==> src/design/kvfe_pkg.sv <==
package kvfe_pkg;

  // Widths of the stream payload, the configuration port and the key length, and the key size in bytes
  localparam int unsigned KVFE_BYTE_W     = 8;
  localparam int unsigned KVFE_CFG_DATA_W = 64;
  localparam int unsigned KVFE_CFG_ADDR_W = 2;
  localparam int unsigned KVFE_KEYLEN_W   = 4;
  localparam int unsigned KVFE_KEY_BYTES  = 8;

  // Register reset values
  localparam logic [KVFE_KEYLEN_W-1:0] KVFE_KEYLEN_RST = 4'd1;
  localparam logic [KVFE_BYTE_W-1:0]   KVFE_SEP_RST    = 8'd61;  // '='
  localparam logic [KVFE_BYTE_W-1:0]   KVFE_TERM_RST   = 8'd38;  // '&'

  // Digit-range end rule, ',' through '9'
  localparam logic [KVFE_BYTE_W-1:0] KVFE_RANGE_LOW  = 8'd44;
  localparam logic [KVFE_BYTE_W-1:0] KVFE_RANGE_HIGH = 8'd57;

  typedef enum logic [KVFE_CFG_ADDR_W-1:0] {
    REG_KEY_BYTES  = 2'd0,
    REG_KEY_LENGTH = 2'd1,
    REG_SEPARATOR  = 2'd2,
    REG_TERMINATOR = 2'd3
  } reg_index_t;

  typedef enum logic [1:0] {
    PH_SEARCH = 2'd0,
    PH_SKIP   = 2'd1,
    PH_VALUE  = 2'd2,
    PH_DONE   = 2'd3
  } phase_t;

  // Window status handed to the phase controller
  typedef struct packed {
    logic match;   // key matches the window including the current byte
    logic first;   // current byte is the first of the string
  } win_status_t;

endpackage

==> src/design/kvfe_window.sv <==
module kvfe_window #(
  parameter int unsigned KEY_BYTES = kvfe_pkg::KVFE_KEY_BYTES
) (
  input  logic                                clk,
  input  logic                                rst,
  input  logic                                advance,
  input  logic                                clear,
  input  logic [kvfe_pkg::KVFE_BYTE_W-1:0]    data_byte,
  input  logic [KEY_BYTES*8-1:0]              key_bytes,
  input  logic [kvfe_pkg::KVFE_KEYLEN_W-1:0]  key_length,
  output kvfe_pkg::win_status_t               status
);
  import kvfe_pkg::*;

  localparam int unsigned WIN_W  = KEY_BYTES * 8;
  localparam int unsigned FILL_W = $clog2(KEY_BYTES + 1);

  logic [WIN_W-1:0]             recent_bytes;
  logic [WIN_W-1:0]             recent_bytes_next;
  logic [WIN_W+KVFE_BYTE_W-1:0] shifted;
  logic [FILL_W-1:0]            fill_count;
  logic [FILL_W-1:0]            fill_count_next;
  logic                         match;

  assign shifted           = {recent_bytes, data_byte};
  assign recent_bytes_next = shifted[WIN_W-1:0];
  assign fill_count_next   = (fill_count < FILL_W'(KEY_BYTES)) ?
                             fill_count + FILL_W'(1) : fill_count;

  // One compare per possible key length, newest byte holds the key's last char
  always_comb begin
    logic hit;
    match = 1'b0;
    for (int l = 1; l <= KEY_BYTES; l++) begin
      hit = (key_length == KVFE_KEYLEN_W'(l)) && (fill_count_next >= FILL_W'(l));
      for (int i = 0; i < KEY_BYTES; i++) begin
        if (i < l) begin
          if (key_bytes[8*i +: 8] != recent_bytes_next[8*(l-1-i) +: 8]) begin
            hit = 1'b0;
          end
        end
      end
      match = match | hit;
    end
  end

  assign status.match = match;
  assign status.first = (fill_count == '0);

  always_ff @(posedge clk) begin
    if (rst) begin
      recent_bytes <= '0;
      fill_count   <= '0;
    end else if (advance) begin
      if (clear) begin
        recent_bytes <= '0;
        fill_count   <= '0;
      end else begin
        recent_bytes <= recent_bytes_next;
        fill_count   <= fill_count_next;
      end
    end
  end

endmodule

==> src/design/kvfe_ctrl.sv <==
module kvfe_ctrl (
  input  logic                                clk,
  input  logic                                rst,
  input  logic                                advance,
  input  logic [kvfe_pkg::KVFE_BYTE_W-1:0]    data_byte,
  input  logic                                last_byte,
  input  kvfe_pkg::win_status_t               status,
  input  logic [kvfe_pkg::KVFE_KEYLEN_W-1:0]  key_length,
  input  logic [kvfe_pkg::KVFE_BYTE_W-1:0]    separator_char,
  input  logic [kvfe_pkg::KVFE_BYTE_W-1:0]    terminator_char,
  output logic                                emit,
  output logic                                key_found
);
  import kvfe_pkg::*;

  phase_t phase;
  phase_t phase_eff;
  phase_t phase_next;
  logic   ends;

  // empty key: the first byte is already examined for the separator
  assign phase_eff = (phase == PH_SEARCH && key_length == '0 && status.first) ?
                     PH_SKIP : phase;

  assign ends = (terminator_char != '0) ? (data_byte == terminator_char) :
                ((data_byte < KVFE_RANGE_LOW) || (data_byte > KVFE_RANGE_HIGH));

  // next state
  always_comb begin
    phase_next = phase_eff;
    case (phase_eff)
      PH_SEARCH: if (status.match) phase_next = PH_SKIP;
      PH_SKIP:   if (data_byte == separator_char) phase_next = PH_VALUE;
      PH_VALUE:  if (ends) phase_next = PH_DONE;
      PH_DONE:   phase_next = PH_DONE;
      default:   phase_next = PH_SEARCH;
    endcase
  end

  // outputs
  always_comb begin
    case (phase_eff)
      PH_VALUE: emit = !ends;
      default:  emit = 1'b0;
    endcase
    key_found = last_byte && (phase_next != PH_SEARCH);
  end

  always_ff @(posedge clk) begin
    if (rst) begin
      phase <= PH_SEARCH;
    end else if (advance) begin
      phase <= last_byte ? PH_SEARCH : phase_next;
    end
  end

endmodule

==> src/design/key_value_field_extractor.sv <==
// Key/value field extractor. Bytes of a text string enter on the s_ stream,
// the final byte of each string marked by s_tlast. The block finds the first
// occurrence of the configured key (up to KEY_BYTES characters) with a
// parallel compare over a window of the most recent bytes, skips to the next
// separator byte, then passes on the value bytes that follow until the
// terminator byte (terminator 0: until a byte outside ',' .. '9'). A result
// transfer on the m_ stream carries either a value byte (m_tuser[0] set) or
// the end-of-string report (m_tlast set, m_tuser[1] = key found), or both
// when the value runs into the last byte. Bytes that produce nothing are
// absorbed silently. Throughput is one byte per clock while not stalled: an input
// register feeds the window compare and phase logic, which load the output
// register in the same cycle; m_tvalid comes from that output register, which follows the input register.
// The block only stalls when the output register is full and m_tready is
// low. Configuration (cfg_we/cfg_addr/cfg_data) should change only while the
// stream is idle; all string state clears after each last byte.
module key_value_field_extractor #(
  parameter int unsigned KEY_BYTES = kvfe_pkg::KVFE_KEY_BYTES
) (
  input  logic                                  clk,
  input  logic                                  rst,
  // configuration write port
  input  logic                                  cfg_we,
  input  logic [kvfe_pkg::KVFE_CFG_ADDR_W-1:0]  cfg_addr,
  input  logic [kvfe_pkg::KVFE_CFG_DATA_W-1:0]  cfg_data,
  // input stream
  input  logic                                  s_tvalid,
  output logic                                  s_tready,
  input  logic [7:0]                            s_tdata,   // [7:0] data_byte
  input  logic                                  s_tlast,   // last_byte
  // result stream
  output logic                                  m_tvalid,
  input  logic                                  m_tready,
  output logic [7:0]                            m_tdata,   // [7:0] value_byte
  output logic [1:0]                            m_tuser,   // [0] value_valid, [1] key_found
  output logic                                  m_tlast    // string_done
);
  import kvfe_pkg::*;

  localparam int unsigned KEY_W = KEY_BYTES * 8;

  // configuration registers
  logic [KEY_W-1:0]         key_bytes;
  logic [KVFE_KEYLEN_W-1:0] key_length;
  logic [KVFE_BYTE_W-1:0]   separator_char;
  logic [KVFE_BYTE_W-1:0]   terminator_char;

  always_ff @(posedge clk) begin
    if (rst) begin
      key_bytes       <= '0;
      key_length      <= KVFE_KEYLEN_RST;
      separator_char  <= KVFE_SEP_RST;
      terminator_char <= KVFE_TERM_RST;
    end else if (cfg_we) begin
      case (reg_index_t'(cfg_addr))
        REG_KEY_BYTES:  key_bytes       <= cfg_data[KEY_W-1:0];
        REG_KEY_LENGTH: key_length      <= cfg_data[KVFE_KEYLEN_W-1:0];
        REG_SEPARATOR:  separator_char  <= cfg_data[KVFE_BYTE_W-1:0];
        REG_TERMINATOR: terminator_char <= cfg_data[KVFE_BYTE_W-1:0];
        default: ;
      endcase
    end
  end

  // input register
  logic                   in_valid;
  logic [KVFE_BYTE_W-1:0] in_byte;
  logic                   in_last;
  logic                   advance;

  // a byte moves through the logic whenever the result slot is free
  assign advance  = in_valid && (!m_tvalid || m_tready);
  assign s_tready = !in_valid || advance;

  always_ff @(posedge clk) begin
    if (rst) begin
      in_valid <= 1'b0;
    end else if (s_tready) begin
      in_valid <= s_tvalid;
    end
  end

  always_ff @(posedge clk) begin
    if (s_tvalid && s_tready) begin
      in_byte <= s_tdata;
      in_last <= s_tlast;
    end
  end

  // window compare and phase control
  win_status_t status;
  logic        emit;
  logic        found;

  kvfe_window #(
    .KEY_BYTES (KEY_BYTES)
  ) u_window (
    .clk        (clk),
    .rst        (rst),
    .advance    (advance),
    .clear      (in_last),
    .data_byte  (in_byte),
    .key_bytes  (key_bytes),
    .key_length (key_length),
    .status     (status)
  );

  kvfe_ctrl u_ctrl (
    .clk             (clk),
    .rst             (rst),
    .advance         (advance),
    .data_byte       (in_byte),
    .last_byte       (in_last),
    .status          (status),
    .key_length      (key_length),
    .separator_char  (separator_char),
    .terminator_char (terminator_char),
    .emit            (emit),
    .key_found       (found)
  );

  // result register: loaded only when the byte produces a transfer
  always_ff @(posedge clk) begin
    if (rst) begin
      m_tvalid <= 1'b0;
    end else if (advance && (emit || in_last)) begin
      m_tvalid <= 1'b1;
    end else if (m_tready) begin
      m_tvalid <= 1'b0;
    end
  end

  always_ff @(posedge clk) begin
    if (advance && (emit || in_last)) begin
      m_tdata <= emit ? in_byte : '0;
      m_tuser <= {found, emit};
      m_tlast <= in_last;
    end
  end

endmodule

==> config.mk <==
export PLATFORM = sky130hd
export DESIGN_NAME = key_value_field_extractor
export DESIGN_NICKNAME = d
export VERILOG_FILES = /design/src/design/kvfe_pkg.sv /design/src/design/kvfe_window.sv /design/src/design/kvfe_ctrl.sv /design/src/design/key_value_field_extractor.sv
export SDC_FILE = /design/constraint.sdc
export NUM_CORES = 1
export LEC_CHECK = 0
export BUFFER_PORTS_ARGS = -buffer_cell sky130_fd_sc_hd__buf_2
export CAP_MARGIN = 20
export CORE_UTILIZATION = 55
export DETAILED_ROUTE_END_ITERATION = 16
export PLACE_DENSITY = 0.77
export SETUP_SLACK_MARGIN = 0.4
export SLEW_MARGIN = 20
export SYNTH_ARGS = -nofsm -noshare
export SYNTH_HDL_FRONTEND = slang
export SYNTH_HIERARCHICAL = 1
export SYNTH_SLANG_ARGS = --single-unit
==> constraint.sdc <==
create_clock -name clk -period 2.2 [get_ports clk]
set_clock_uncertainty 0.1 [all_clocks]
set_input_delay 0.44 -clock clk [delete_from_list [all_inputs] [get_ports clk]]
set_output_delay 0.44 -clock clk [all_outputs]
set_load 0.02 [all_outputs]
# == Word-level counts from Yosys, hierarchy flattened ==
# Index checks and enable logic that the tools add are counted.
# W data, S select, Z words.
# op_classes
add_sub_neg,1
magnitude_cmp,11
eq_ne,52
mux,49
n_bitwise,7
reduce_logical,33
# ops
operator,count
$ne A8 B8 Y1,36
$mux W56,1
$mux W1,40
$eq A4 B3 Y1 const B,4
$eq A8 B8 Y1,2
$ge A4 B3 Y1 const B,4
$logic_and A1 B1 Y1,14
$mux W2,5
$eq A2 B2 Y1 const B,4
$eq A4 B2 Y1 const B,2
$ge A4 B2 Y1 const B,2
$gt A8 B6 Y1 const B,1
$logic_not A4 Y1,2
$lt A8 B6 Y1 const B,1
$mux W4,2
$pmux W2 S4,1
$reduce_and A2 Y1,4
$reduce_bool A8 Y1,1
$or A1 B1 Y1,7
$logic_not A2 Y1,3
$add A4 B1 Y4 const B,1
$eq A2 B1 Y1 const B,2
$eq A4 B1 Y1 const B,1
$eq A4 B4 Y1 const B,1
other kinds (6),12
# word_totals
regBits,168
elab_cells,167

# == Logic depth before layout (Yosys ltp) ==
# Gate-level depths: netlist (run 1).
# depth
depth_word,17
mapped_depth,12
mapped_depth_nobuf,10

# == Hierarchy ==
# Netlist (run 1), hierarchy kept.
# modules_own_cells
mod,n_inst,cells_per_inst,area_per_inst_um2
kvfe_window,1,769,6298.5
key_value_field_extractor,1,391,4379.2
kvfe_ctrl,1,47,377.9

# == Worst setup path before layout (run 1) ==
# Ideal clock, no wire load.
# synth_path
kind,flip-flop to flip-flop
from,reg u_window.fill_count[0]
to,reg m_tuser[1] (data pin)
setup_ps,261
arrival_ps,2035
t_required_ps,1839
slack_ps,-196
stages_incl_launch_ff,12
period_less_slack_ps,2396
path_cell_list,dfxtp_1 > clkbuf_2 > inv_1 > ha_1 > nor2b_1 > a21oi_1 > nor3_1 > nand4_1 > nor4_1 > a2111o_1 > buf_4 > o31a_2
# synth_between
elab_chain_cells,17
elab_cells_between_ends,75
cone_classes,add/sub: 1; order compare: 9; eq/ne: 3; mux: 42; bitwise: 7; reduce/logical: 13
# synth_rtl
item,line_no,text
from (decl),kvfe_window.sv:21,logic [FILL_W-1:0] fill_count;
from (signal assigned),kvfe_window.sv:60,fill_count <= fill_count_next;
$add A4 B1 Y4 or $lt A4 B4 Y1 (tied branches),"kvfe_window.sv:28, kvfe_window.sv:27",
$mux W4 *,kvfe_window.sv:27,assign fill_count_next = (fill_count < FILL_W'(KEY_BYTES)) ?
$ge A4 B2 Y1 (tied with other cells),kvfe_window.sv:35,hit = (key_length == KVFE_KEYLEN_W'(l)) && (fill_count_next >= FILL_W'(l));
$logic_and A1 B1 Y1,kvfe_window.sv:35,
$mux W1 (2 in series),kvfe_window.sv:38,if (key_bytes[8*i +: 8] != recent_bytes_next[8*(l-1-i) +: 8]) begin
$or A1 B1 Y1 or $mux W1 (tied branches) (6 in series),"kvfe_window.sv:43, kvfe_window.sv:38",
$or A1 B1 Y1 *,kvfe_window.sv:43,match = match | hit;
net u_window.match,kvfe_window.sv:23,logic match;
$mux W2 *,kvfe_ctrl.sv:32,PH_SEARCH: if (status.match) phase_next = PH_SKIP;
$pmux W2 S4 *,kvfe_ctrl.sv:31,case (phase_eff)
$reduce_bool A2 Y1 *,kvfe_ctrl.sv:46,key_found = last_byte && (phase_next != PH_SEARCH);
$logic_and A1 B1 Y1 *,kvfe_ctrl.sv:46,
net found,key_value_field_extractor.sv:92,logic found;
to (signal assigned),key_value_field_extractor.sv:135,"m_tuser <= {found, emit};"
to (decl),key_value_field_extractor.sv:34,"output logic [1:0] m_tuser,"
# Mark *: on every way through the listed nets, which the timed path passes. The rest lies on a longest branch.
# A chain may end at the register's enable or synchronous reset.

==> results.yml, run 1 <==
power:
  power.density_nw_per_um2: 535
  ir_drop_v: 0.000437
  fin_total_pwr_mw: 7.72
  leakage_nw: 5.76
global_routing:
  use_met3: 0.0820
  grt_max_degree: 91
  busiest_layer: "met2"
  grtUsageMet1: 0.491
  grt_antenna_before_repair: 0
  track_usage: 0.379
  grt_use_met2: 0.604
  grt_pass1_wl_um: 56700
  grt_pass1_vias: 9469
  grt_overflow: 0
yosys:
  synth_top_family_by_area: "XOR/XNOR gates"
  synth_seq_cells: 168
  yosysMostFrequentCell: "xnor2_1"
  synth_edf_count: 20
  synthMuxAreaShare: 0.0770
  yosys.area_share.simple: 0.240
  synth_area_sq_um: 11100
  syn_inst: 1207
  synth-xor-area-share: 0.244
  synthAdderAreaFrac: 0.00226
  ys.flop_type: "dfxtp_1"
  synth_compound_area_frac: 0.0453
  synth_area_leaders: "dfxtp_1 27%, xnor2_1 15%, nand2b_1 11%"
  yosys-top-cells-count: "191 x xnor2_1, 187 x nand2b_1, 148 x dfxtp_1"
  synth_top_area_share: 0.268
  synth_nets: 1289
  yosysSeqAreaShare: 0.322
  synth.distinct_cells: 51
  async_reset_ff_frac: 0
  ys_warn_count: 6
  synth_largest_area_cell: "dfxtp_1"
  syn_avg_cell_area_sq_um: 9.16
status:
  failed_checks: "setup timing"
  outcome: "complete, but fails checks"
sta:
  finalSetupViolCount: 17
  relSlewSlack: 0.667
  rsz0062_at_grt: "true"
  setup_slack_ns: -0.178
  period_share: 1.08
  max_slew.worst_pin.slew_ns: 0.499
  period_minus_slack_ns: 2.38
  hold_viol_final: 0
  slew_violations: 0
  timing.fmax_mhz: 421
cts:
  tritoncts: "built"
  root_buffer: "clkbuf_16"
  cts_sinks: 168
  hold_buffers: 0
  cts.clk_slew.worst_paths_ns: 0.08
  htreeDepth: 4
  cts_buffer_depth: 2
  cts_made_buffers: 17
  clk_latency_ns: 0.45
layout:
  final_util: 0.736
  nets: 1504
  antennaDiodeCount: 0
  syn_to_final_growth_pct: 30.5
  final_layout_size_suffix_gt1_frac: 0.283
die:
  dieHeight_um: 144
  core_area_sq_um: 19600
  num_rows: 51
  ios: 93
  start_util: 0.564
  die_x_um: 144
  die_area_sq_um: 20700
detailed_routing:
  num_vias: 9784
  wirelength_um: 38300
  routedWlPerCell_um: 22.5
  drc: 0
  drtIter0Drc: 875
  vias_per_cell: 5.76
  postRouteAntennaNets: 0
  drtPass1Iterations: 6
critical_path:
  end_kind: "flip-flop"
  crit_path_start_kind: "flip-flop"
  crit_type: "reg2reg"
  crit_path_max_fanout: 3
  rr_worst_depth: 9
  critPathArrivalTime_ns: 2.66
  cp.required_ns: 2.48
placed_design:
  dpl.hpwl_um: 28500
  gp_congestion: 1.03
  io_buffers: 92
min_path:
  hold_depth: 1
  worstHoldPathType: "in2reg"
run:
  maxCapViolCount: 0
[per-stage QoR]
stage	instance area, sq um	std cells	setup slack [ns]	hold slack, ns	TNS (ns)
floorplan	11100	1207	0.00698	0.345	0
global placement	13500	1652	-0.130	0.366	-1.05
detailed placement	13500	1652	-0.180	0.378	-1.78
CTS	14200	1692	-0.0996	0.0566	-0.397
global route	14400	1700	-0.246	0.0527	-3.72
finish	14400	1700	-0.178	0.0618	-1.42
[layout make-up]
class | count | area (sq um)
clock buffers | 17 | 425
clock inverters | 15 | 178
fillers | 1411 | 5170
inverters | 5 | 21.3
multi-input cells | 906 | 6950
flip-flops and latches | 168 | 3570
well taps | 265 | 332
repair buffers | 324 | 2940
[cell usage in the layout, fill, tap and decap left out, types with 3 or more instances in the layout]
master	instances
xnor2_1	184
nor3_1	8
o21ai_1	4
nor4_1	27
nand2_1	6
nand4_1	54
nand3_1	8
xnor2_2	10
buf_4	165
inv_1	4
inv_8	5
a21oi_1	63
buf_2	91
and2_4	4
nor2_1	37
nand3b_1	51
dfxtp_2	4
clkbuf_16	17
clkinv_8	5
buf_6	13
o21ai_0	3
xor2_1	110
nor2b_1	11
dfxtp_1	143
nand2b_1	187
mux2i_1	85
edfxtp_1	20
and2_1	5
buf_12	55
nor4_2	9
[metal layers]
layer | share of wire | wire length (um) | vias up
met4 | 0.041 | 1560 | 0
met1 | 0.41 | 15600 | 4663
met2 | 0.46 | 17500 | 543
li1 | - | - | 4471
met3 | 0.095 | 3660 | 107
met5 | 0 | 0 | -
[kinds of logic after synthesis]
group                      Yosys count
and+or+nand+nor                    426
buffers and inverters              134
AOI/OAI and AO/OA                   87
xor gates and xnor gates           305
muxes                               85
DFF                                168
adders and majority gates            2
[registers in the layout, summed over array words and instances (netlist names)]
| register | flops |
|---|---|
| key_bytes | 64 |
| u_window/recent_bytes | 56 |
| in_byte | 8 |
| m_tdata | 8 |
| separator_char | 8 |
| terminator_char | 8 |
| key_length | 4 |
| u_window/fill_count | 4 |
| m_tuser | 2 |
| u_ctrl/phase | 2 |
| in_last | 1 |
| in_valid | 1 |
| m_tlast | 1 |
| m_tvalid | 1 |
[where the power goes]
group	total, mW	leakage (nW)	internal [mW]	switching (mW)
logic	1.37	4.08	0.690	0.683
registers	3.27	1.39	3.17	0.0948
clock network	3.08	0.295	1.54	1.54
total	7.72	5.76	5.40	2.31
[critical path, cell delays in order (launching register included)]
cell       delay (ns)
dfxtp_1          0.47
buf_4            0.20
xor2_1           0.09
nor4_1           0.41
buf_4            0.21
nand4_1          0.12
o32ai_2          0.30
a2111o_1         0.16
o2111ai_1        0.13
o21ai_1          0.13
[worst paths after layout]
check | from | end | slack [ns]
hold / removal | s_tdata[3] | in_byte[3] | 0.06
setup / recovery | key_bytes[40] | u_ctrl/phase[0] | -0.18
setup reg to reg | key_bytes[40] | u_ctrl/phase[0] | -0.18
hold reg to reg | u_window/recent_bytes[53] | u_window/recent_bytes[53] | 0.39
[timing repair]
action                                 in CTS  in global routing
buffers inserted                            6                  8
gates cloned                                2                  0
setup endpoints to repair                  24                 24
gates resized for setup                    24                 26
endpoints found under the hold margin       0                  0
pin swaps                                   3                 12
(Power assumes the default switching activity.)
==> run 2: changes to the inputs <==
- CORE_ASPECT_RATIO: unset -> 1.1
- PLACE_DENSITY: 0.77 -> 0.78
- SETUP_SLACK_MARGIN: 0.4 -> 0.5
- SYNTH_HIERARCHICAL: 1 -> unset
==> run 2 against run 1 <==
Effect of this change:
- the run still ends with setup timing left
- global-route usage increased by 5.9 points
- power decreased by 1.7%
- synthesized cell count increased by 2.7%
- non-clock buffer count decreased by 24
- die area decreased by 8.8%
- sequential share of layout area increased by 2.2 points
- critical endpoint is now m_tlast
- largest cell class unchanged
- highest routed layer unchanged
==> results.yml, run 2 <==
die:
  ios: 93
  die_x_um: 131
  core_area_sq_um: 17800
  die_area_sq_um: 18900
  dieHeight_um: 144
  num_rows: 51
  start_util: 0.566
sta:
  period_share: 1.14
  setup_slack_ns: -0.301
  max_slew.worst_pin.slew_ns: 0.660
  rsz0062_at_grt: "true"
  period_minus_slack_ns: 2.50
  timing.fmax_mhz: 400
  hold_viol_final: 0
  relSlewSlack: 0.560
  holdWs_ns: 0.0591
  slew_violations: 0
  finalSetupViolCount: 23
detailed_routing:
  postRouteAntennaNets: 0
  drc: 0
  vias_per_cell: 6.11
  drtPass1Iterations: 8
  wirelength_um: 40800
  routedWlPerCell_um: 24.5
  drtIter0Drc: 1389
  num_vias: 10185
yosys:
  ys_warn_count: 0
  yosysSeqAreaShare: 0.354
  synth_edf_count: 20
  synth_seq_cells: 168
  async_reset_ff_frac: 0
  syn_inst: 1240
  synth_top_area_share: 0.294
  synth_area_leaders: "dfxtp_1 29%, xor2_1 20%, nand2_1 8.4%"
  synth_nets: 1322
  ys.flop_type: "dfxtp_1"
  yosysMostFrequentCell: "xor2_1"
  yosys-top-cells-count: "227 x xor2_1, 225 x nand2_1, 148 x dfxtp_1"
  synth.distinct_cells: 53
  syn_avg_cell_area_sq_um: 8.12
  synth_largest_area_cell: "dfxtp_1"
  synth_area_sq_um: 10100
power:
  ir_drop_v: 0.000542
  leakage_nw: 6.10
  power.density_nw_per_um2: 572
cts:
  cts_buffer_depth: 2
  clk_latency_ns: 0.45
  cts.clk_slew.worst_paths_ns: 0.09
  tritoncts: "built"
  cts_made_buffers: 17
  hold_buffers: 0
  cts_sinks: 168
  htreeDepth: 4
  root_buffer: "clkbuf_16"
layout:
  final_layout_size_suffix_gt1_frac: 0.281
  fill_cells: 1252
  layout_common_cells: "224 x xor2_1, 224 x nand2_1, 153 x buf_4"
  largestRegisters: "key_bytes (64), u_window.recent_bytes (56)"
  multi_input_area_sq_um: 6160
  nets: 1498
  seqCellArea_sq_um: 3580
  regMostFlops: "key_bytes"
  antennaDiodeCount: 0
  syn_to_final_growth_pct: 31.8
  fin_area_sq_um: 13300
  largest_reg_flops: 64
  final_util: 0.746
global_routing:
  grt_pass1_vias: 9658
  track_usage: 0.438
  grt_pass1_wl_um: 58500
  grt_overflow: 0
  grt_antenna_before_repair: 0
  grt_max_degree: 83
placed_design:
  io_buffers: 92
  placed_area_sq_um: 12200
  gp_congestion: 1.22
  dpl.hpwl_um: 28700
  pre_cts_ws_ns: -0.123
critical_path:
  crit_path_max_fanout: 5
  crit_type: "reg2reg"
  critPathArrivalTime_ns: 2.59
  cp.required_ns: 2.29
  end_kind: "flip-flop"
  crit_path_start_kind: "flip-flop"
status:
  outcome: "complete, but fails checks"
  failed_checks: "setup timing"
run:
  maxCapViolCount: 0
min_path:
  worstHoldPathType: "in2reg"
-- run 2: cell types whose count changed after synthesis, moves of 21 or more --
cell / change
nand2_1: +219
nand2b_1: -185
xor2_1: +117
xnor2_1: -116
mux2i_1: -81
a21oi_1: +72
clkbuf_1: +58
nor4_1: +33
buf_4: -26
nand4_1: -24
nor2_1: -21
-- run 2: what timing repair did --
| action | in CTS | in global routing |
|---|---|---|
| pin swaps | 14 | 13 |
| endpoints found under the setup margin | 24 | 35 |
| resized for setup | 48 | 38 |
| gates cloned | 2 | 0 |
| buffers inserted | 10 | 4 |
-- run 2: final cells by class --
type	count	share of cell area
tap	238	0.0224
sequential	168	0.270
multi-input combinational	919	0.464
timing repair inverter	1	0.000565
inverter	9	0.00311
timing repair buffer	300	0.196
clock buffer	17	0.0320
clock inverter	15	0.0124
-- run 2: layer usage --
metal	routed length [um]	track usage	vias up	part of all wire
met2	18100	0.684	714	0.44
met5	0	0	-	0
met4	3030	0.272	0	0.074
li1	-	-	4469	-
met3	4280	0.0972	212	0.11
met1	15400	0.545	4790	0.38
-- run 2: power by group --
group	total (mW)	internal [mW]	switching (mW)	leakage, nW
Clock	3.05	1.52	1.53	0.284
Combinational	1.27	0.564	0.709	4.42
Sequential	3.27	3.17	0.0944	1.39
Total	7.59	5.26	2.33	6.10
-- run 2: worst paths after layout --
kind / startpoint / endpoint / slack (ns) / depth (start not counted)
min: s_tlast / in_last / 0.06 / 1
max: in_byte[2] / m_tlast / -0.30 / 8
min reg2reg: separator_char[6] / separator_char[6] / 0.37 / 2
max reg2reg: in_byte[2] / m_tlast / -0.30 / 8
-- run 2: worst max-delay path, stage by stage (launching register included) --
cell	delay (ns)
edfxtp_1	0.44
buf_4	0.16
buf_4	0.15
xor2_2	0.15
nor4_1	0.39
nand3_1	0.22
o2111a_2	0.26
o21ai_4	0.18
clkinvlp_4	0.19
-- run 2: cell families after synthesis --
kind of cell | Yosys count | synth area share
adder cells (fa/ha/maj) | 2 | 0.00248
XOR/XNOR | 302 | 0.263
AND/OR/NAND/NOR | 455 | 0.230
flip-flops | 168 | 0.354
multiplexers | 4 | 0.00398
AO/OA/AOI/OAI | 156 | 0.0825
buffers and inverters | 153 | 0.0650
-- run 2: metrics by stage --
step,TNS [ns],power [mW],std cells
CTS,-0.0908,7.49,1663
global placement,-0.188,4.46,1619
global route,-4.41,7.75,1667
finish,-5.43,7.59,1667
detailed placement,-0.230,4.46,1619
floorplan,0,3.92,1240
==> run 3: changes to the inputs <==
- CORE_UTILIZATION: 55 -> 60
- PLACE_DENSITY: 0.78 -> 0.8
- clock period: 2.2 -> 3.2 ns (I/O delays scaled with it)
==> run 3 against run 2 <==
Effect of this change:
- the run ends with DRC left
- worst hold slack better by 0.22 ns
- sequential power down 30%
- clock power is 29% lower
- sequential cell count did not move
- final cell count is 11% lower
- critical path depth down 1
- power is 33% lower
- count of clock-buffer cells in the layout is 2 higher
- combinational power fell by 52%
- global-route usage down 3.5 points
- die area fell by 8.2%
- sequential share of layout area grew 4.7 points
- highest routed layer unchanged
==> results.yml, run 3 (same netlist as run 2, synthesis figures left out) <==
critical_path:
  cpPeakStageDelay_ns: 0.80
  crit_top_cell: "nor4_1"
  timing.rr.start: "u_window.recent_bytes[5]"
  crit_path_max_fanout: 9
  rrSetupSlack_ns: 0.59
  critPathArrivalTime_ns: 2.82
  end_kind: "flip-flop"
  crit_buf_inv: 0
  cp.required_ns: 3.40
  rr_endpoint: "m_tuser[1]"
  slowest_stage: "dfxtp_1"
  rr_worst_depth: 7
  cp_top_family: "simple AND/OR/NAND/NOR gates"
  crit_type: "reg2reg"
  crit_path_start_kind: "flip-flop"
  crit_chain: "xor2_1 > nor4_1 > nand4_1 > nor4_1 > nor4_2 > nand3_1 > and2_1"
power:
  p_int_mw: 3.66
  ir_drop_v: 0.000363
  sw_frac_of_total: 0.279
  power.density_nw_per_um2: 451
  leakage_nw: 5.10
  p_sw_mw: 1.41
  seqPwrFrac: 0.452
  combPwrFrac: 0.119
  pwr-share-clk: 0.429
detailed_routing:
  vias_per_cell: 6.20
  drc: 4
  routedWlPerCell_um: 23.2
  routed.top_layer: "met4"
  num_vias: 9168
  drtIter0Drc: 1288
  wirelength_um: 34300
  postRouteAntennaNets: 0
  wl_met2_um: 15100
  dr_wl_met3_um: 3500
  wl_met1_um: 13900
  drtPass1Iterations: 12
sta:
  slew_violations: 0
  hold_viol_final: 0
  relSlewSlack: 0.492
  max_slew.worst_pin.slew_ns: 0.762
  setup_tns_ns: 0
  period_minus_slack_ns: 2.61
  period_share: 0.816
  finalSetupViolCount: 0
  timing.fmax_mhz: 383
  setup_slack_ns: 0.587
  rsz0062_at_grt: "false"
cts:
  cts_made_buffers: 17
  htreeDepth: 4
  tritoncts: "built"
  cts_buffer_depth: 2
  hold_buffers: 0
  clk_latency_ns: 0.44
  cts_sinks: 168
  cts.clk_slew.worst_paths_ns: 0.07
  root_buffer: "clkbuf_16"
layout:
  largest_reg_flops: 64
  layout_commonest_cell: "xor2_1"
  syn_to_final_growth_pct: 11.6
  antennaDiodeCount: 0
  largestRegisters: "key_bytes (64), u_window.recent_bytes (56)"
  nets: 1343
  final_layout_size_suffix_gt1_frac: 0.148
  final_cells: 1478
  fill_cells: 1422
  regMostFlops: "key_bytes"
  layout_common_cells: "227 x xor2_1, 224 x nand2_1, 148 x dfxtp_1"
placed_design:
  pre_cts_ws_ns: 0.509
  io_buffers: 92
  gp_congestion: 1.10
  place_inst: 1439
  dpl.hpwl_um: 24700
min_path:
  min_to: "in_byte[3]"
  hold_depth: 1
  worstHoldPathType: "in2reg"
  worstHoldStart: "s_tdata[3]"
die:
  num_rows: 49
  dieHeight_um: 138
  core_area_sq_um: 16400
  die_x_um: 126
  die_area_sq_um: 17300
  ios: 93
  start_util: 0.615
global_routing:
  grt_overflow: 0
  grt_pass1_vias: 8289
  grt_antenna_before_repair: 0
  grt_max_degree: 89
  track_usage: 0.403
  grt_pass1_wl_um: 51300
status:
  outcome: "complete, but fails checks"
  failed_checks: "DRC"
run:
  maxCapViolCount: 0
-- run 3: cell count changes in the layout (fill, tap and decap cells not counted), sizes merged --
| cell | before | now |
|---|---|---|
| bufinv | 0 | 2 |
| inv | 13 | 15 |
| buf | 300 | 146 |
| clkinv | 10 | 4 |
| clkbuf | 17 | 19 |
| clkinvlp | 2 | 1 |
-- run 3: area by class of cell --
| type | instances | area [sq um] | area share |
|---|---|---|---|
| multi-input combinational | 919 | 5880 | 0.523 |
| clock inverter | 13 | 156 | 0.0139 |
| sequential | 168 | 3560 | 0.317 |
| inverter | 9 | 33.8 | 0.00300 |
| timing repair buffer | 146 | 906 | 0.0806 |
| tap | 204 | 255 | 0.0227 |
| clock buffer | 19 | 454 | 0.0404 |
-- run 3: power by group through the flow --
stage	Clock [mW]	Combinational, mW	Sequential [mW]
finish	2.18	0.605	2.29
global route	2.26	0.652	2.29
CTS	2.18	0.584	2.29
detailed placement	0	0.571	2.34
global placement	0	0.569	2.34
floorplan	0	0.425	2.26
-- run 3: layer usage --
layer  track usage  vias up
met5             0        -
met4         0.203        0
met3        0.0791      113
met2         0.626      580
met1         0.537     4334
li1              -     4141
-- run 3: how the worst max path moves through the flow --
| stage | end | start | slack [ns] | depth (start not counted) |
|---|---|---|---|---|
| after detailed placement | m_tdata[1] | in_byte[7] | 0.51 | 6 |
| after floorplan | m_tuser[1] | u_window.fill_count[0] | 1.02 | 8 |
| final | m_tuser[1] | u_window.recent_bytes[5] | 0.59 | 7 |
| after CTS | m_tuser[1] | in_byte[5] | 0.60 | 8 |
| after global routing | m_tuser[1] | key_bytes[0] | 0.50 | 7 |
| after global placement | m_tdata[7] | in_byte[7] | 0.63 | 6 |
-- run 3: stage by stage --
| step | hold slack (ns) | util | instance area (sq um) | total power [mW] |
|---|---|---|---|---|
| 2_1_floorplan | 0.324 | - | 10100 | 2.69 |
| 3_3_place_gp | 0.355 | 0.645 | 10600 | 2.91 |
| 3_5_place_dp | 0.360 | 0.645 | 10600 | 2.91 |
| 4_1_cts | 0.267 | 0.684 | 11200 | 5.05 |
| 5_1_grt | 0.269 | 0.687 | 11200 | 5.20 |
| 6_report | 0.277 | 0.687 | 11200 | 5.07 |
-- run 3: timing repair --
item / 4_1_cts / 5_1_grt
hold endpoints to repair: 0 / 0
setup endpoints to repair: 11 / 2
resized for setup: 0 / 2
buffers inserted: 2 / 5
